`src/rtl/wfb_pkg.sv`:
```
// Package for the word frame builder: byte counts, register map,
// reset values and the item type passed from the input stage to the serializer.
// No dependencies.
package wfb_pkg;

   localparam int BYTES_MAX = 7;
   localparam int CNT_W     = 3;
   localparam int ADDR_W    = 3;
   localparam int DATA_W    = 32;

   localparam logic [7:0] SYNC_RESET = 8'hAA;

   localparam logic REG_SYNC_BYTE = 1'b0;

   localparam logic [CNT_W-1:0] CNT_WORD     = 3'd4;
   localparam logic [CNT_W-1:0] CNT_SYNC     = 3'd1;
   localparam logic [CNT_W-1:0] CNT_CHECKSUM = 3'd2;
   localparam logic [CNT_W-1:0] CNT_ONE      = 3'd1;

   typedef logic [BYTES_MAX-1:0][7:0] byte_vec_type;

   typedef struct packed {
      byte_vec_type      bytes;
      logic [CNT_W-1:0]  count;
      logic              closes;
   } item_type;

endpackage

```
`src/rtl/wfb_req_if.sv`:
```
// Input channel of the word frame builder: one word and its last-of-frame flag.
// No dependencies.
interface wfb_req_if;
   logic        valid;
   logic        ready;
   logic [31:0] value_bits;
   logic        last_value;

   modport source (output valid, output value_bits, output last_value, input ready);
   modport sink   (input valid, input value_bits, input last_value, output ready);
endinterface

```
`src/rtl/wfb_rsp_if.sv`:
```
// Result channel of the word frame builder: one frame byte and its end marks.
// No dependencies.
interface wfb_rsp_if;
   logic       valid;
   logic       ready;
   logic [7:0] out_byte;
   logic       run_end;
   logic       frame_end;

   modport source (output valid, output out_byte, output run_end, output frame_end,
                   input ready);
   modport sink   (input valid, input out_byte, input run_end, input frame_end,
                   output ready);
endinterface

```
`src/rtl/wfb_serializer.sv`:
```
// Byte serializer: holds the bytes of one input transaction and shifts them out.
// Depends on wfb_pkg and wfb_rsp_if.
module wfb_serializer (
   input  logic               clock,
   input  logic               reset,
   input  logic               load_valid,
   input  wfb_pkg::item_type  load_item,
   output logic               load_ready,
   wfb_rsp_if.source          rsp_bus
);

   wfb_pkg::byte_vec_type           bytes_ff, bytes_in;
   logic [wfb_pkg::CNT_W-1:0]       rem_ff, rem_in;
   logic                            closes_ff, closes_in;
   logic                            take;
   logic                            final_byte;
   logic                            load;

   assign final_byte = (rem_ff == wfb_pkg::CNT_ONE);
   assign take       = rsp_bus.valid && rsp_bus.ready;
   assign load_ready = (rem_ff == '0) || (take && final_byte);
   assign load       = load_valid && load_ready;

   assign rsp_bus.valid     = (rem_ff != '0);
   assign rsp_bus.out_byte  = bytes_ff[0];
   assign rsp_bus.run_end   = final_byte;
   assign rsp_bus.frame_end = final_byte && closes_ff;

   always_comb begin
      bytes_in  = bytes_ff;
      rem_in    = rem_ff;
      closes_in = closes_ff;
      if (load) begin
         bytes_in  = load_item.bytes;
         rem_in    = load_item.count;
         closes_in = load_item.closes;
      end else if (take) begin
         bytes_in = {8'h00, bytes_ff[wfb_pkg::BYTES_MAX-1:1]};
         rem_in   = rem_ff - wfb_pkg::CNT_ONE;
      end
   end

   always_ff @(posedge clock) begin
      if (reset) begin
         rem_ff <= '0;
      end else begin
         rem_ff <= rem_in;
      end
      bytes_ff  <= bytes_in;
      closes_ff <= closes_in;
   end

endmodule

```
`src/rtl/word_frame_builder_sum16.sv`:
```
// Word frame builder with sync byte and 16-bit additive checksum, top level.
// Depends on wfb_pkg, wfb_req_if, wfb_rsp_if and wfb_serializer.
//
//   channel   direction  width of payload          transfer
//   req_bus   in         value_bits 32, last 1     valid && ready
//   rsp_bus   out        byte 8, run_end, frame    valid && ready
//   apb csr   in/out     sync_byte 8 at offset 0   psel && penable && pwrite
//
// Each word leaves the serializer as 4 to 7 bytes, one per cycle while
// rsp_bus.ready is high: 4 word bytes, 1 sync byte at start, 2 checksum at close.
// An input stage holds the next word's bytes, so req_bus is taken while
// bytes still drain; req_bus.ready is low only while that stage is full.
// Reset is synchronous: empty stages, no frame open, checksum zero, sync 0xAA.
module word_frame_builder_sum16 (
   input  logic                          clock,
   input  logic                          reset,
   wfb_req_if.sink                       req_bus,
   wfb_rsp_if.source                     rsp_bus,
   input  logic                          psel,
   input  logic                          penable,
   input  logic                          pwrite,
   input  logic [wfb_pkg::ADDR_W-1:0]    paddr,
   input  logic [wfb_pkg::DATA_W-1:0]    pwdata,
   output logic [wfb_pkg::DATA_W-1:0]    prdata,
   output logic                          pready
);

   logic [7:0]           sync_ff, sync_in;
   logic [15:0]          sum_ff, sum_in;
   logic                 in_frame_ff, in_frame_in;
   logic                 a_valid_ff, a_valid_in;
   wfb_pkg::item_type    a_item_ff, a_item_in;
   logic                 accept;
   logic                 load_ready;
   logic                 csr_write;
   logic [15:0]          base_sum;
   logic [15:0]          new_sum;
   logic [31:0]          w;
   logic [7:0]           b [7];

   assign pready    = 1'b1;
   assign csr_write = psel && penable && pwrite && pready;
   assign prdata    = (paddr[2] == wfb_pkg::REG_SYNC_BYTE) ? {24'h0, sync_ff} : '0;

   assign sync_in = (csr_write && (paddr[2] == wfb_pkg::REG_SYNC_BYTE))
                    ? pwdata[7:0] : sync_ff;

   assign req_bus.ready = !a_valid_ff;
   assign accept        = req_bus.valid && req_bus.ready;
   assign w             = req_bus.value_bits;

   assign base_sum = in_frame_ff ? sum_ff : 16'h0000;
   assign new_sum  = base_sum + w[15:0] + w[31:16];

   always_comb begin
      b[0] = sync_ff;
      b[1] = w[7:0];
      b[2] = w[15:8];
      b[3] = w[23:16];
      b[4] = w[31:24];
      b[5] = new_sum[7:0];
      b[6] = new_sum[15:8];
      a_item_in = a_item_ff;
      if (accept) begin
         for (int i = 0; i < wfb_pkg::BYTES_MAX; i++) begin
            a_item_in.bytes[i] = 8'h00;
         end
         if (in_frame_ff) begin
            for (int i = 0; i < wfb_pkg::BYTES_MAX - 1; i++) begin
               a_item_in.bytes[i] = b[i + 1];
            end
         end else begin
            for (int i = 0; i < wfb_pkg::BYTES_MAX; i++) begin
               a_item_in.bytes[i] = b[i];
            end
         end
         a_item_in.count = wfb_pkg::CNT_WORD
                         + (in_frame_ff ? '0 : wfb_pkg::CNT_SYNC)
                         + (req_bus.last_value ? wfb_pkg::CNT_CHECKSUM : '0);
         a_item_in.closes = req_bus.last_value;
      end
   end

   always_comb begin
      sum_in      = sum_ff;
      in_frame_in = in_frame_ff;
      if (accept) begin
         if (req_bus.last_value) begin
            sum_in      = 16'h0000;
            in_frame_in = 1'b0;
         end else begin
            sum_in      = new_sum;
            in_frame_in = 1'b1;
         end
      end
   end

   assign a_valid_in = a_valid_ff ? !load_ready : accept;

   always_ff @(posedge clock) begin
      if (reset) begin
         sync_ff     <= wfb_pkg::SYNC_RESET;
         sum_ff      <= 16'h0000;
         in_frame_ff <= 1'b0;
         a_valid_ff  <= 1'b0;
      end else begin
         sync_ff     <= sync_in;
         sum_ff      <= sum_in;
         in_frame_ff <= in_frame_in;
         a_valid_ff  <= a_valid_in;
      end
      a_item_ff <= a_item_in;
   end

   wfb_serializer u_serializer (
      .clock      (clock),
      .reset      (reset),
      .load_valid (a_valid_ff),
      .load_item  (a_item_ff),
      .load_ready (load_ready),
      .rsp_bus    (rsp_bus)
   );

`ifndef SYNTHESIS
   a_frame_end_is_run_end: assert property (@(posedge clock) disable iff (reset)
      rsp_bus.valid && rsp_bus.frame_end |-> rsp_bus.run_end)
      else $error("frame_end without run_end");

   a_sum_clear_outside_frame: assert property (@(posedge clock) disable iff (reset)
      !in_frame_ff |-> (sum_ff == 16'h0000))
      else $error("checksum not cleared between frames");

   a_drain_to_idle: assert property (@(posedge clock) disable iff (reset)
      rsp_bus.valid && rsp_bus.ready && rsp_bus.run_end && !a_valid_ff |=> !rsp_bus.valid)
      else $error("serializer shows bytes with nothing loaded");

   a_accept_fills_stage: assert property (@(posedge clock) disable iff (reset)
      accept |=> a_valid_ff && !req_bus.ready)
      else $error("accepted word not held in input stage");
`endif

endmodule
```
`src/flat_wrapper.sv`:
```
// flat-port wrapper written by rule: the top's interface ports become plain ports
module word_frame_builder_sum16_flat 
  (clock, reset, psel, penable, pwrite, paddr, pwdata, prdata, pready, req_bus_valid, req_bus_value_bits, req_bus_last_value, req_bus_ready, rsp_bus_valid, rsp_bus_out_byte, rsp_bus_run_end, rsp_bus_frame_end, rsp_bus_ready);
  wfb_req_if req_bus_i ();
  wfb_rsp_if rsp_bus_i ();
  input  logic clock;
  input  logic reset;
  input  logic psel;
  input  logic penable;
  input  logic pwrite;
  input  logic [wfb_pkg::ADDR_W-1:0] paddr;
  input  logic [wfb_pkg::DATA_W-1:0] pwdata;
  output logic [wfb_pkg::DATA_W-1:0] prdata;
  output logic pready;
  input wire logic [$bits(req_bus_i.valid)-1:0] req_bus_valid;
  input wire logic [$bits(req_bus_i.value_bits)-1:0] req_bus_value_bits;
  input wire logic [$bits(req_bus_i.last_value)-1:0] req_bus_last_value;
  output wire logic [$bits(req_bus_i.ready)-1:0] req_bus_ready;
  output wire logic [$bits(rsp_bus_i.valid)-1:0] rsp_bus_valid;
  output wire logic [$bits(rsp_bus_i.out_byte)-1:0] rsp_bus_out_byte;
  output wire logic [$bits(rsp_bus_i.run_end)-1:0] rsp_bus_run_end;
  output wire logic [$bits(rsp_bus_i.frame_end)-1:0] rsp_bus_frame_end;
  input wire logic [$bits(rsp_bus_i.ready)-1:0] rsp_bus_ready;
  assign req_bus_i.valid = req_bus_valid;
  assign req_bus_i.value_bits = req_bus_value_bits;
  assign req_bus_i.last_value = req_bus_last_value;
  assign req_bus_ready = req_bus_i.ready;
  assign rsp_bus_valid = rsp_bus_i.valid;
  assign rsp_bus_out_byte = rsp_bus_i.out_byte;
  assign rsp_bus_run_end = rsp_bus_i.run_end;
  assign rsp_bus_frame_end = rsp_bus_i.frame_end;
  assign rsp_bus_i.ready = rsp_bus_ready;
  word_frame_builder_sum16 u_core (.clock(clock), .reset(reset), .req_bus(req_bus_i), .rsp_bus(rsp_bus_i), .psel(psel), .penable(penable), .pwrite(pwrite), .paddr(paddr), .pwdata(pwdata), .prdata(prdata), .pready(pready));
endmodule
```
`config.mk`:
```
export PLATFORM = sky130hd
export DESIGN_NAME = word_frame_builder_sum16_flat
export DESIGN_NICKNAME = d
export VERILOG_FILES = /design/src/rtl/wfb_pkg.sv /design/src/rtl/wfb_req_if.sv /design/src/rtl/wfb_rsp_if.sv /design/src/rtl/wfb_serializer.sv /design/src/rtl/word_frame_builder_sum16.sv /design/src/flat_wrapper.sv
export SDC_FILE = /design/constraint.sdc
export NUM_CORES = 1
export LEC_CHECK = 0
export ABC_AREA = 0
export BUFFER_PORTS_ARGS = -buffer_cell sky130_fd_sc_hd__buf_2
export CORE_UTILIZATION = 61
export DETAILED_ROUTE_END_ITERATION = 16
export GPL_TIMING_DRIVEN = 0
export PLACE_DENSITY = 0.95
export SLEW_MARGIN = 10
export SYNTH_ARGS = -nofsm -noshare
export SYNTH_HDL_FRONTEND = slang
export SYNTH_HIERARCHICAL = 1
export SYNTH_SLANG_ARGS = --single-unit
```
`constraint.sdc`:
```
create_clock -name clock -period 9.8 [get_ports clock]
set_input_delay 0.98 -clock clock [delete_from_list [all_inputs] [get_ports clock]]
set_output_delay 0.98 -clock clock [all_outputs]
set_load 0.02 [all_outputs]
```
==> impl_metrics.prom <==
# TYPE chip_impl_metric gauge
chip_impl_metric{name="placed_cells_incl_taps",unit=""} 801
chip_impl_info{name="status",value="completed"} 1
chip_impl_metric{name="postLayoutSetupSlackWorst",unit="ps"} 4670
chip_impl_metric{name="cp_data_required_time",unit="ps"} 9950
chip_impl_metric{name="final-hold-violation-count",unit=""} 0
chip_impl_metric{name="nets",unit=""} 781
chip_impl_metric{name="drtIter0Drc",unit=""} 733
chip_impl_metric{name="first_pass_iters",unit=""} 6
chip_impl_metric{name="report.final.slew_viol_count",unit=""} 0
chip_impl_metric{name="detail_route.wl_per_cell",unit="um"} 22.8
chip_impl_metric{name="drt_drc_violations_left",unit=""} 0
chip_impl_metric{name="buffer_ports.inserted",unit=""} 68
chip_impl_metric{name="path_max_fanout",unit=""} 10
chip_impl_info{name="rsz_0062_raised_after_global_routing",value="no"} 1
chip_impl_info{name="yosys.area.top_type",value="edfxtp_1"} 1
chip_impl_metric{name="pre_cts_ws",unit="ps"} 4890
chip_impl_metric{name="cap_violations",unit=""} 0
chip_impl_metric{name="async_sr_flop_fraction",unit="%"} 0
chip_impl_metric{name="grt_pass1_vias",unit=""} 5156
chip_impl_info{name="holdCritPathClass",value="reg2reg"} 1
chip_impl_metric{name="proportion_of_layout_cells_with_a_drive_suffix_above_1",unit="%"} 33.8
chip_impl_metric{name="post_cts_resized",unit=""} 0
chip_impl_metric{name="min_period",unit="ps"} 5130
chip_impl_metric{name="max-vdd-ir-drop",unit="uV"} 149
chip_impl_metric{name="crit_path_arrival_time",unit="ps"} 5270
chip_impl_metric{name="die-height",unit="um"} 113
chip_impl_info{name="tritoncts",value="done"} 1
chip_impl_metric{name="via_per_inst",unit=""} 6.15
chip_impl_metric{name="netlist_area",unit="um^2"} 7450
chip_impl_metric{name="synth_simple_gate_area_share",unit="%"} 8.56
chip_impl_info{name="synthTopCellsByArea",value="edfxtp_1, mux2_4, dfxtp_1, mux2_2, fa_1"} 1
chip_impl_metric{name="cts_max_level",unit=""} 4
chip_impl_metric{name="timing.fmax",unit="MHz"} 195
chip_impl_metric{name="postCtsSetupRepairBufs",unit=""} 0
chip_impl_metric{name="powerDensity",unit="nW/um^2"} 271
chip_impl_metric{name="finalSetupViolCount",unit=""} 0
chip_impl_metric{name="route.vias.total",unit=""} 5120
chip_impl_info{name="startpoint_type",value="flop"} 1
chip_impl_metric{name="worstMarginPinSlew",unit="ps"} 809
chip_impl_metric{name="synth_edf_count",unit=""} 115
chip_impl_metric{name="top_level_ports",unit=""} 120
chip_impl_metric{name="initial_utilization",unit="%"} 62.3
chip_impl_metric{name="grt_first_pass_wirelength",unit="mm"} 29.1
chip_impl_metric{name="aggregate_routed_wire_length",unit="mm"} 19.0
chip_impl_metric{name="final_core_utilization",unit="%"} 73.1
chip_impl_metric{name="post-synth-top-area-fraction",unit="%"} 46.3
chip_impl_metric{name="yosys-mux-area-fraction",unit="%"} 15.8
chip_impl_metric{name="synthesis.area_per_instance",unit="um^2"} 13.3
chip_impl_metric{name="grt_max_degree",unit=""} 38
chip_impl_info{name="dominantRegCellSynth",value="edfxtp_1"} 1
chip_impl_metric{name="finalNonFillerCells",unit=""} 833
chip_impl_metric{name="dp.final_hpwl",unit="mm"} 12.2
chip_impl_metric{name="antenna_found_initial",unit=""} 1
chip_impl_metric{name="syn_to_final_growth",unit="%"} 17.3
chip_impl_metric{name="synth_xor_area_share",unit="%"} 1.53
chip_impl_info{name="largest_family_of_logic_cells_by_synthesized_area",value="multiplexers"} 1
chip_impl_metric{name="clock_sink_count",unit=""} 144
chip_impl_metric{name="slew_headroom",unit="%"} 46.0
chip_impl_metric{name="placeableCoreArea",unit="um^2"} 12000
chip_impl_metric{name="synth_cell_type_count",unit=""} 56
chip_impl_metric{name="overflow",unit=""} 0
chip_impl_info{name="most_frequent_cells_in_the_layout",value="edfxtp_1, buf_2, mux2_4"} 1
chip_impl_metric{name="floorplan.die_area",unit="um^2"} 12700
chip_impl_metric{name="fin_setup_tns",unit="ps"} 0
chip_impl_metric{name="period_utilization_post_route",unit="%"} 52.3
chip_impl_metric{name="detail-route-antenna-nets",unit=""} 0
chip_impl_metric{name="rrSetupSlack",unit="ps"} 4670
chip_impl_metric{name="totalPowerFinal",unit="mW"} 2.37
chip_impl_metric{name="synthesis.instances",unit=""} 560
chip_impl_metric{name="synth_fa_ha_area_share",unit="%"} 7.15
chip_impl_metric{name="yosys_warnings",unit=""} 6
chip_impl_info{name="cts_root_buffer",value="clkbuf_16"} 1
chip_impl_metric{name="worst_skew_pair.late_latency",unit="ps"} 430
chip_impl_metric{name="place.gp.congestion",unit=""} 0.878
chip_impl_metric{name="synth-compound-area-share",unit="%"} 6.88
chip_impl_info{name="worstSetupEndpointType",value="flop"} 1
chip_impl_metric{name="cts_inserted_buffers",unit=""} 17
chip_impl_metric{name="ys_seq_area_share",unit="%"} 54.1
chip_impl_metric{name="cts.path.max_buffers",unit=""} 2
chip_impl_metric{name="hold_buffers",unit=""} 0
chip_impl_metric{name="postSynthRegisterBits",unit=""} 144
chip_impl_info{name="worst-setup-path-type",value="reg2reg"} 1
chip_impl_info{name="final_common_cell",value="edfxtp_1"} 1
chip_impl_metric{name="global_route.usage.total",unit="%"} 31.5
chip_impl_metric{name="floorplan.die.width",unit="um"} 113
chip_impl_metric{name="finalClockSkew",unit="ps"} 8.12
chip_impl_metric{name="antenna-diode-count",unit=""} 0
chip_impl_metric{name="clk_transition_reported_paths",unit="ps"} 60
chip_impl_metric{name="leakagePower",unit="nW"} 3.68
chip_impl_metric{name="core.rowCount",unit=""} 40
-- metal layers --
layer | part of all wire (%) | vias to the layer above | global-route usage [%]
li1 | - | 2198 | -
met1 | 37 | 2482 | 37.0
met2 | 49 | 348 | 51.8
met3 | 8.5 | 90 | 8.91
met4 | 5.1 | 2 | 18.5
met5 | 0.095 | - | 1.57
-- layout make-up --
| cell class | instances | area [um^2] |
|---|---|---|
| multi-input cells | 370 | 3070 |
| inverters | 17 | 63.8 |
| plain buffers | 53 | 377 |
| clock buffers | 21 | 450 |
| fillers | 671 | 3210 |
| flip-flops and latches | 144 | 4030 |
| well taps | 147 | 184 |
| repair buffers | 70 | 380 |
| clock inverters | 11 | 188 |
-- metrics by stage --
stage | instance area [um^2] | hold WS (ps)
floorplan | 7540 | 421
global placement | 8070 | 430
detailed placement | 8110 | 436
CTS | 8750 | 444
global route | 8750 | 468
finish | 8750 | 444
-- sequential cells by signal (all words and copies together), names as in the netlist --
register	cells
u_core/a_valid_ff	1
u_core/sync_ff	8
u_core/u_serializer/rsp_bus.out_byte	8
u_core/u_serializer/bytes_ff	48
u_core/a_item_ff	58
u_core/sum_ff	16
u_core/in_frame_ff	1
u_core/u_serializer/closes_ff	1
u_core/u_serializer/rem_ff	3
-- synthesized netlist by cell type (2+ instances only) --
library cell and instances:
conb_1 2, a22oi_1 7, mux2i_1 3, nand2_1 45
nand3_1 3, clkbuf_1 7, nor3_1 2, mux2_2 38
a21o_1 5, a31oi_1 2, nor3b_1 3, o21a_1 2
and2_1 24, inv_1 16, mux2_4 47, dfxtp_1 29
fa_1 16, o21ai_0 5, xnor2_1 7, a21oi_1 24
buf_1 5, buf_4 33, edfxtp_1 115, a21oi_2 2
nand3b_1 4, ha_1 17, o211ai_1 5, nor2b_1 10
xor2_1 6, o21ai_1 15, nor2_1 28, a211oi_1 2
o21bai_1 2, buf_6 7
-- cell families after synthesis --
group           count (synthesis)
fa+ha+maj                      33
compound gates                 80
buf+inv                        70
mux                            89
flops                         144
xor+xnor                       13
other cells                     2
simple gates                  129
-- critical path, stage by stage, from the launching register on --
cell and delay [ps]:
dfxtp_1 380, buf_1 460, buf_1 560, clkbuf_1 560, nand2_1 180, fa_1 510
inv_1 50, ha_1 250, fa_1 480, a21oi_2 220, o211ai_1 200, a31o_1 290
or3b_1 370, o311ai_1 170, a21oi_1 150
-- worst paths after layout --
check,startpoint,depth (start not counted),end
min,u_core/sum_ff[13],2,u_core/sum_ff[13]
min reg2reg,u_core/sum_ff[13],2,u_core/sum_ff[13]
max reg2reg,u_core/in_frame_ff,14,u_core/a_item_ff[47]
max,u_core/in_frame_ff,14,u_core/a_item_ff[47]
-- power breakdown --
group	leakage, nW	switching (mW)	internal, mW
logic	2.04	0.376	0.331
registers	1.34	0.0614	0.900
clock network	0.305	0.249	0.457
No activity file was read; power rests on OpenSTA's default activity.
